`src/hdl/sphere_triangle_index_generator_unit_defines.svh`:
```
// Assertion helpers for the sphere index generator.
// STIG_ASSERT expects the enclosing module to have clk and rst_n; STIG_ASSERT_ALWAYS needs only clk.
`ifndef SPHERE_TRIANGLE_INDEX_GENERATOR_UNIT_DEFINES_SVH
`define SPHERE_TRIANGLE_INDEX_GENERATOR_UNIT_DEFINES_SVH

`ifndef SYNTHESIS
`define STIG_ASSERT(lbl, prop) \
  lbl: assert property (@(posedge clk) disable iff (!rst_n) prop) \
    else $error("stig assertion failed");
`define STIG_ASSERT_ALWAYS(lbl, prop) \
  lbl: assert property (@(posedge clk) prop) \
    else $error("stig assertion failed");
`else
`define STIG_ASSERT(lbl, prop)
`define STIG_ASSERT_ALWAYS(lbl, prop)
`endif

`endif

```
`src/hdl/stig_pkg.sv`:
```
package stig_pkg;

  localparam int IDX_W       = 20;
  localparam int CNT_W       = 10;
  localparam int CFG_IDX_W   = 1;
  localparam int QUEUE_DEPTH = 4;
  localparam int QPTR_W      = $clog2(QUEUE_DEPTH);
  localparam int QCNT_W      = $clog2(QUEUE_DEPTH + 1);

  localparam logic [CNT_W-1:0] MIN_SLICES = CNT_W'(3);
  localparam logic [CNT_W-1:0] MIN_STACKS = CNT_W'(2);
  localparam logic [CNT_W-1:0] RST_SLICES = CNT_W'(20);
  localparam logic [CNT_W-1:0] RST_STACKS = CNT_W'(20);

  localparam logic [CFG_IDX_W-1:0] REG_SLICE_COUNT = 1'b0;
  localparam logic [CFG_IDX_W-1:0] REG_STACK_COUNT = 1'b1;

  typedef enum logic [1:0] {
    PH_TOP,
    PH_QUAD,
    PH_BOTTOM
  } stig_phase_t;

  typedef enum logic [1:0] {
    K_TOP,
    K_QUAD_LO,
    K_QUAD_HI,
    K_BOTTOM
  } stig_kind_t;

  // clamped geometry
  typedef struct packed {
    logic [CNT_W-1:0] slices;
    logic [CNT_W-1:0] stacks;
  } stig_geom_t;

  // one triangle, classified by the sequencer
  typedef struct packed {
    stig_kind_t       kind;
    logic [CNT_W-1:0] slice;
    logic [IDX_W-1:0] ring_base;
    logic             last;
  } stig_desc_t;

endpackage

```
`src/hdl/sphere_triangle_index_generator_unit.sv`:
```
// UV sphere triangle-list index generator.
// Input side is a queue: drive in_restart and raise push while full is low;
// each transaction asks for the next triangle (in_restart = 1 starts over at
// the first triangle of the top cap).
// Result side is a queue: while empty is low the oldest triangle sits on
// out_first_vertex/out_second_vertex/out_third_vertex/out_last_triangle and
// is taken by pop. out_last_triangle marks the final bottom-cap triangle;
// the sequence then wraps to the top cap.
// Throughput is one triangle per cycle in both directions while neither
// side stalls. A result goes from the sequencer through the four-entry
// queue and the index adders into the output register. A stalled receiver
// fills the output register and then the four-entry queue; full rises
// after that and the sequencer holds its position. The user must write
// config (cfg_we/cfg_index/cfg_wdata) only while no triangle is in flight
// (the block does not enforce this); slice_count below 3 acts as 3,
// stack_count below 2 acts as 2. Reset (rst_n low, synchronous) sets both
// counts to 20, empties the queue and points the sequencer at the first triangle.
module sphere_triangle_index_generator_unit (
  input  logic                            clk,
  input  logic                            rst_n,
  input  logic                            push,
  output logic                            full,
  input  logic                            in_restart,
  output logic                            empty,
  input  logic                            pop,
  output logic [stig_pkg::IDX_W-1:0]      out_first_vertex,
  output logic [stig_pkg::IDX_W-1:0]      out_second_vertex,
  output logic [stig_pkg::IDX_W-1:0]      out_third_vertex,
  output logic                            out_last_triangle,
  input  logic                            cfg_we,
  input  logic [stig_pkg::CFG_IDX_W-1:0]  cfg_index,
  input  logic [stig_pkg::CNT_W-1:0]      cfg_wdata
);
  import stig_pkg::*;

  logic [CNT_W-1:0] slice_count_r, stack_count_r;
  stig_geom_t       geom;
  stig_desc_t       f_desc, q_desc;
  logic             accept, q_rd, q_not_empty;

  always_ff @(posedge clk) begin
    if (!rst_n) begin
      slice_count_r <= RST_SLICES;
      stack_count_r <= RST_STACKS;
    end else if (cfg_we) begin
      unique case (cfg_index)
        REG_SLICE_COUNT: slice_count_r <= cfg_wdata;
        REG_STACK_COUNT: stack_count_r <= cfg_wdata;
        default: ;
      endcase
    end
  end

  assign geom.slices = (slice_count_r < MIN_SLICES) ? MIN_SLICES : slice_count_r;
  assign geom.stacks = (stack_count_r < MIN_STACKS) ? MIN_STACKS : stack_count_r;

  assign accept = push && !full;

  stig_front u_front (
    .clk     (clk),
    .rst_n   (rst_n),
    .geom    (geom),
    .accept  (accept),
    .restart (in_restart),
    .desc    (f_desc)
  );

  stig_queue u_queue (
    .clk       (clk),
    .rst_n     (rst_n),
    .wr_en     (accept),
    .wr_data   (f_desc),
    .full      (full),
    .rd_en     (q_rd),
    .rd_data   (q_desc),
    .not_empty (q_not_empty)
  );

  stig_back u_back (
    .clk           (clk),
    .rst_n         (rst_n),
    .geom          (geom),
    .q_not_empty   (q_not_empty),
    .q_data        (q_desc),
    .q_rd          (q_rd),
    .empty         (empty),
    .pop           (pop),
    .first_vertex  (out_first_vertex),
    .second_vertex (out_second_vertex),
    .third_vertex  (out_third_vertex),
    .last_triangle (out_last_triangle)
  );

endmodule

```
`src/hdl/stig_front.sv`:
```
`include "sphere_triangle_index_generator_unit_defines.svh"

module stig_front (
  input  logic                clk,
  input  logic                rst_n,
  input  stig_pkg::stig_geom_t geom,
  input  logic                accept,
  input  logic                restart,
  output stig_pkg::stig_desc_t desc
);
  import stig_pkg::*;

  stig_phase_t      phase_r, phase_nxt, eff_phase;
  logic [CNT_W-1:0] slice_r, slice_nxt, eff_slice;
  logic [CNT_W-1:0] ring_r, ring_nxt, eff_ring;
  logic             half_r, half_nxt, eff_half;
  logic [IDX_W-1:0] base_r, base_nxt, eff_base;
  logic             slice_end, ring_end;
  logic [IDX_W-1:0] ring_size;

  assign eff_phase = restart ? PH_TOP : phase_r;
  assign eff_slice = restart ? '0 : slice_r;
  assign eff_ring  = restart ? '0 : ring_r;
  assign eff_half  = restart ? 1'b0 : half_r;
  assign eff_base  = restart ? IDX_W'(1) : base_r;

  assign slice_end = ({1'b0, eff_slice} + (CNT_W+1)'(1)) >= {1'b0, geom.slices};
  assign ring_end  = ({1'b0, eff_ring} + (CNT_W+1)'(1)) >=
                     ({1'b0, geom.stacks} - (CNT_W+1)'(2));
  assign ring_size = IDX_W'(geom.slices) + IDX_W'(1);

  // next state
  always_comb begin
    phase_nxt = eff_phase;
    slice_nxt = eff_slice;
    ring_nxt  = eff_ring;
    half_nxt  = eff_half;
    base_nxt  = eff_base;
    unique case (eff_phase)
      PH_TOP: begin
        if (slice_end) begin
          slice_nxt = '0;
          half_nxt  = 1'b0;
          ring_nxt  = '0;
          base_nxt  = IDX_W'(1);
          phase_nxt = (geom.stacks > MIN_STACKS) ? PH_QUAD : PH_BOTTOM;
        end else begin
          slice_nxt = eff_slice + CNT_W'(1);
        end
      end
      PH_QUAD: begin
        if (!eff_half) begin
          half_nxt = 1'b1;
        end else begin
          half_nxt = 1'b0;
          if (slice_end) begin
            slice_nxt = '0;
            if (ring_end) begin
              phase_nxt = PH_BOTTOM;
            end else begin
              ring_nxt = eff_ring + CNT_W'(1);
              base_nxt = eff_base + ring_size;
            end
          end else begin
            slice_nxt = eff_slice + CNT_W'(1);
          end
        end
      end
      default: begin
        if (slice_end) begin
          phase_nxt = PH_TOP;
          slice_nxt = '0;
          ring_nxt  = '0;
          half_nxt  = 1'b0;
          base_nxt  = IDX_W'(1);
        end else begin
          slice_nxt = eff_slice + CNT_W'(1);
        end
      end
    endcase
  end

  // descriptor
  always_comb begin
    desc.slice     = eff_slice;
    desc.ring_base = eff_base;
    desc.last      = 1'b0;
    unique case (eff_phase)
      PH_TOP:  desc.kind = K_TOP;
      PH_QUAD: desc.kind = eff_half ? K_QUAD_HI : K_QUAD_LO;
      default: begin
        desc.kind = K_BOTTOM;
        desc.last = slice_end;
      end
    endcase
  end

  always_ff @(posedge clk) begin
    if (!rst_n) begin
      phase_r <= PH_TOP;
      slice_r <= '0;
      ring_r  <= '0;
      half_r  <= 1'b0;
      base_r  <= IDX_W'(1);
    end else if (accept) begin
      phase_r <= phase_nxt;
      slice_r <= slice_nxt;
      ring_r  <= ring_nxt;
      half_r  <= half_nxt;
      base_r  <= base_nxt;
    end
  end

  // second half of a quad only exists inside the quad phase
  `STIG_ASSERT_ALWAYS(a_half_in_quad, half_r |-> (phase_r == PH_QUAD))

endmodule

```
`src/hdl/stig_queue.sv`:
```
`include "sphere_triangle_index_generator_unit_defines.svh"

module stig_queue (
  input  logic                 clk,
  input  logic                 rst_n,
  input  logic                 wr_en,
  input  stig_pkg::stig_desc_t wr_data,
  output logic                 full,
  input  logic                 rd_en,
  output stig_pkg::stig_desc_t rd_data,
  output logic                 not_empty
);
  import stig_pkg::*;

  stig_desc_t        entry_r [QUEUE_DEPTH];
  logic [QPTR_W-1:0] wr_ptr_r, rd_ptr_r;
  logic [QCNT_W-1:0] cnt_r;

  assign full      = (cnt_r == QCNT_W'(QUEUE_DEPTH));
  assign not_empty = (cnt_r != '0);
  assign rd_data   = entry_r[rd_ptr_r];

  always_ff @(posedge clk) begin
    if (wr_en) begin
      entry_r[wr_ptr_r] <= wr_data;
    end
  end

  always_ff @(posedge clk) begin
    if (!rst_n) begin
      wr_ptr_r <= '0;
      rd_ptr_r <= '0;
      cnt_r    <= '0;
    end else begin
      if (wr_en) begin
        wr_ptr_r <= wr_ptr_r + QPTR_W'(1);
      end
      if (rd_en) begin
        rd_ptr_r <= rd_ptr_r + QPTR_W'(1);
      end
      // count holds when both or neither side moves
      if (wr_en && !rd_en) begin
        cnt_r <= cnt_r + QCNT_W'(1);
      end else if (rd_en && !wr_en) begin
        cnt_r <= cnt_r - QCNT_W'(1);
      end
    end
  end

  `STIG_ASSERT(a_no_overflow, !(wr_en && full))
  `STIG_ASSERT(a_no_underflow, !(rd_en && !not_empty))

endmodule

```
`src/hdl/stig_back.sv`:
```
`include "sphere_triangle_index_generator_unit_defines.svh"

module stig_back (
  input  logic                         clk,
  input  logic                         rst_n,
  input  stig_pkg::stig_geom_t         geom,
  input  logic                         q_not_empty,
  input  stig_pkg::stig_desc_t         q_data,
  output logic                         q_rd,
  output logic                         empty,
  input  logic                         pop,
  output logic [stig_pkg::IDX_W-1:0]   first_vertex,
  output logic [stig_pkg::IDX_W-1:0]   second_vertex,
  output logic [stig_pkg::IDX_W-1:0]   third_vertex,
  output logic                         last_triangle
);
  import stig_pkg::*;

  logic [IDX_W-1:0]       south_r;
  logic [CNT_W:0]         ring_w;
  logic [2*CNT_W:0]       south_prod;
  logic [IDX_W-1:0]       ring_size, top, south_base, a_nxt, b_nxt, c_nxt;
  logic                   out_valid_r;
  logic [IDX_W-1:0]       a_r, b_r, c_r;
  logic                   last_r;

  // pole index follows config; the user must change config only while idle, the block does not enforce it
  assign ring_w     = {1'b0, geom.slices} + (CNT_W+1)'(1);
  assign south_prod = (2*CNT_W+1)'(geom.stacks - CNT_W'(1)) * (2*CNT_W+1)'(ring_w);

  always_ff @(posedge clk) begin
    south_r <= IDX_W'(south_prod) + IDX_W'(1);
  end

  assign ring_size  = IDX_W'(ring_w);
  assign top        = q_data.ring_base + IDX_W'(q_data.slice);
  assign south_base = south_r - ring_size + IDX_W'(q_data.slice);

  always_comb begin
    unique case (q_data.kind)
      K_TOP: begin
        a_nxt = '0;
        b_nxt = IDX_W'(q_data.slice) + IDX_W'(2);
        c_nxt = IDX_W'(q_data.slice) + IDX_W'(1);
      end
      K_QUAD_LO: begin
        a_nxt = top;
        b_nxt = top + IDX_W'(1);
        c_nxt = top + ring_size;
      end
      K_QUAD_HI: begin
        a_nxt = top + ring_size;
        b_nxt = top + IDX_W'(1);
        c_nxt = top + ring_size + IDX_W'(1);
      end
      default: begin
        a_nxt = south_r;
        b_nxt = south_base;
        c_nxt = south_base + IDX_W'(1);
      end
    endcase
  end

  assign q_rd  = q_not_empty && (!out_valid_r || pop);
  assign empty = !out_valid_r;

  always_ff @(posedge clk) begin
    if (!rst_n) begin
      out_valid_r <= 1'b0;
    end else if (q_rd) begin
      out_valid_r <= 1'b1;
    end else if (pop) begin
      out_valid_r <= 1'b0;
    end
  end

  always_ff @(posedge clk) begin
    if (q_rd) begin
      a_r    <= a_nxt;
      b_r    <= b_nxt;
      c_r    <= c_nxt;
      last_r <= q_data.last;
    end
  end

  assign first_vertex  = a_r;
  assign second_vertex = b_r;
  assign third_vertex  = c_r;
  assign last_triangle = last_r;

  `STIG_ASSERT(a_load_shows, q_rd |=> out_valid_r)

endmodule
```
`config.mk`:
```
export PLATFORM = sky130hd
export DESIGN_NAME = sphere_triangle_index_generator_unit
export DESIGN_NICKNAME = d
export VERILOG_FILES = /design/src/hdl/stig_pkg.sv /design/src/hdl/sphere_triangle_index_generator_unit.sv /design/src/hdl/stig_front.sv /design/src/hdl/stig_queue.sv /design/src/hdl/stig_back.sv
export VERILOG_INCLUDE_DIRS = /design/src /design/src/hdl
export SDC_FILE = /design/constraint.sdc
export NUM_CORES = 1
export LEC_CHECK = 0
export ABC_AREA = 1
export BUFFER_PORTS_ARGS = -buffer_cell sky130_fd_sc_hd__buf_2
export CAP_MARGIN = 15
export CORE_UTILIZATION = 35
export CTS_CLUSTER_SIZE = 12
export DETAILED_ROUTE_END_ITERATION = 10
export SYNTH_ARGS = -nofsm -noshare
export SYNTH_HDL_FRONTEND = slang
export SYNTH_SLANG_ARGS = --single-unit
export TNS_END_PERCENT = 100
```
`constraint.sdc`:
```
create_clock -name clk -period 8.8 [get_ports clk]
set_clock_uncertainty 0.15 [all_clocks]
set_input_delay 1.76 -clock clk [delete_from_list [all_inputs] [get_ports clk]]
set_output_delay 1.76 -clock clk [all_outputs]
set_load 0.1 [all_outputs]
```
==> impl_metrics.yaml <==
outcome:
  status: "complete, no violations"
timing:
  fin_tns_setup_ns: 0
  rsz0062_at_grt: "false"
  final_max_slew_viol_count: 0
  period_minus_slack_ns: 7.10
  worstMarginPinSlew_ns: 1.12
  setup_viol: 0
  final-hold-violation-count: 0
  final.period_utilization_pct: 80.7
  slew_headroom_pct: 24.5
  fmax_ghz: 0.141
critical_path:
  path_class: "reg -> reg"
  cp_top_family: "adder cells"
  arrival_ns: 7.40
  regToRegStartpoint: "stack_count_r[4]"
  cp-start-kind: "register"
  r2r-end: "u_back.south_r[17]"
  cp_max_fo: 7
  slowest_delay_ns: 0.53
  path_depth: 39
  r2r_cells: 39
  crit_end: "u_back.south_r[17]"
  crit_top_cell: "nand2_1"
  crit_buf_inv: 7
  cp.required_ns: 9.10
  worstSetupEndpointType: "register"
  reg2reg_slack_ns: 1.70
  slowest_stage: "fa_1"
  worstSetupStartpoint: "stack_count_r[4]"
clocking:
  cts_buffers: 35
  clkLatencyLatePin_ns: 0.57
  htree_levels: 2
  cts.sinks: 286
  clk_transition_reported_paths_ns: 0.06
  clock_path_buffers: 3
  cts_root_buffer: "clkbuf_16"
  post_cts_resized: 0
  cts_tree: "yes"
  cts_setup_buffers: 0
  postCtsHoldBufs: 0
synthesis:
  syn_inst: 2765
  synth_edf_count: 193
  synth_area_leaders: "edfxtp_1, fa_1, nand2_1"
  yosysSeqAreaShare_pct: 34.2
  synthArstFlopShare_pct: 0
  yosys_warnings: 0
  synth_top_flop_cell: "edfxtp_1"
  ys_top_cells_by_count: "nand2_1, inv_1, nor2_1, edfxtp_1"
  synth_top_cell_area_share_pct: 25.9
  synth_area_leader_cell: "edfxtp_1"
  synth.most_common_cell: "nand2_1"
  syn_nets: 3035
  synth_cell_types: 65
  ys_ff_latch: 286
  synth.avg_cell_area_um2: 8.09
  syn_area_um2: 22400
global_route:
  antenna_found_initial: 5
  grt.overflow.total: 0
  grt_max_degree: 67
  first_global_vias: 17827
  grt_usage_pct: 20.4
  grt_pass1_wl_um: 101000
floorplanning:
  initial_core_util_pct: 35.5
  io_pins: 80
  rows: 92
  floorplan.die_area_um2: 64900
  die_w_um: 255
  die_h_um: 255
  core_area_um2: 63100
detailed_routing:
  wl_per_cell_um: 17.7
  num_vias: 18786
  antenna_left: 0
  drt-initial-drc-count: 1555
  routed_wl_um: 65600
  drc: 0
  first_pass_iters: 6
  vias_per_cell: 5.08
layout:
  num-nets-final: 3099
  drive_gt1_share_pct: 9.88
  area_growth_pct: 10.9
  antenna_cells: 0
  fillers: 6474
run:
  max-cap-violations: 0
placement:
  dpl.hpwl_um: 50300
  place_congestion: 0.948
  port_buffers: 79
worst_hold_path:
  hp-class: "reg -> reg"
==> per-stage QoR <==
| stage | worst slack (ns) | cells | hold slack (ns) | utilization [%] | cell area [um^2] |
|---|---|---|---|---|---|
| after floorplan | 2.27 | 2765 | 0.286 | - | 22400 |
| after global placement | 1.83 | 3638 | 0.302 | 37.5 | 23700 |
| after detailed placement | 1.74 | 3638 | 0.306 | 37.5 | 23700 |
| after CTS | 1.73 | 3699 | 0.315 | 39.3 | 24800 |
| after global routing | 1.09 | 3699 | 0.336 | 39.3 | 24800 |
| final | 1.70 | 3699 | 0.313 | 39.3 | 24800 |
==> cell usage in the layout (no fill, tap or decap), types with 55 or more instances in the layout <==
cell	netlist	final
edfxtp_1	193	193
buf_2	8	79
o21ai_0	153	153
dfxtp_1	93	92
a21oi_1	136	135
inv_1	427	426
nand3_1	153	153
ha_1	133	133
nor2_1	272	268
nand2_1	572	572
xor2_1	55	55
fa_1	120	120
==> state kept, by name, indices dropped and copies added, names as in the netlist, named ones only <==
name                  count
u_queue.entry_r         132
u_back.first_vertex      20
u_back.second_vertex     20
u_back.south_r           20
u_back.third_vertex      20
u_front.base_r           20
slice_count_r            10
stack_count_r            10
u_front.ring_r           10
u_front.slice_r          10
u_queue.cnt_r             3
u_front.phase_r           2
u_queue.rd_ptr_r          2
u_queue.wr_ptr_r          2
u_back.last_triangle      1
u_back.out_valid_r        1
u_front.half_r            1
==> worst reg2reg max path, delay by kind of cell (launching register included) <==
kind | cells | cell delay (ns)
buffers and inverters | 7 | 0.57
AO/OA/AOI/OAI | 4 | 0.63
XOR/XNOR | 1 | 0.14
flip-flops | 1 | 0.44
adder cells (fa/ha/maj) | 7 | 3.14
AND/OR/NAND/NOR | 20 | 1.93
==> area by class of cell <==
type	instances	area, um^2	area share, %
tap	846	1060	4.27
inverter	458	1720	6.93
clock buffer	42	902	3.64
timing repair buffer	97	531	2.14
sequential	286	7660	30.9
clock inverter	19	233	0.938
multi-input combinational	1951	12700	51.2
==> cells by family after synthesis <==
kind of cell / share of synthesized area, %
AOI/OAI and AO/OA: 12.2
DFF: 34.2
buffers and inverters: 9.14
other: 0.0168
adders and majority gates: 18.2
and+or+nand+nor: 23.0
xor gates and xnor gates: 3.24
==> worst min-delay path by stage <==
| stage | startpoint | slack (ns) | end | cells past startpoint |
|---|---|---|---|---|
| final | u_front.base_r[18] | 0.31 | u_front.base_r[18] | 2 |
| after global routing | u_front.slice_r[0] | 0.34 | u_front.slice_r[0] | 2 |
| after CTS | u_front.base_r[14] | 0.31 | u_front.base_r[14] | 2 |
| after detailed placement | u_front.base_r[14] | 0.31 | u_front.base_r[14] | 2 |
| after global placement | u_front.base_r[18] | 0.30 | u_front.base_r[18] | 2 |
| after floorplan | u_queue.rd_ptr_r[1] | 0.29 | register | 2 |
==> per-layer routing <==
metal  vias to the layer above  global-route usage [%]  wire length (um)
met5                         -                       0                23
met4                         4                    7.08              2270
met3                       123                    2.93              4230
met2                       604                    32.0             28900
met1                      8817                    28.6             30100
li1                       9238                       -                 -
Power is left out: the tool's default activity adds up to more than one toggle a clock period on the data nets, which glitch-free logic cannot reach.
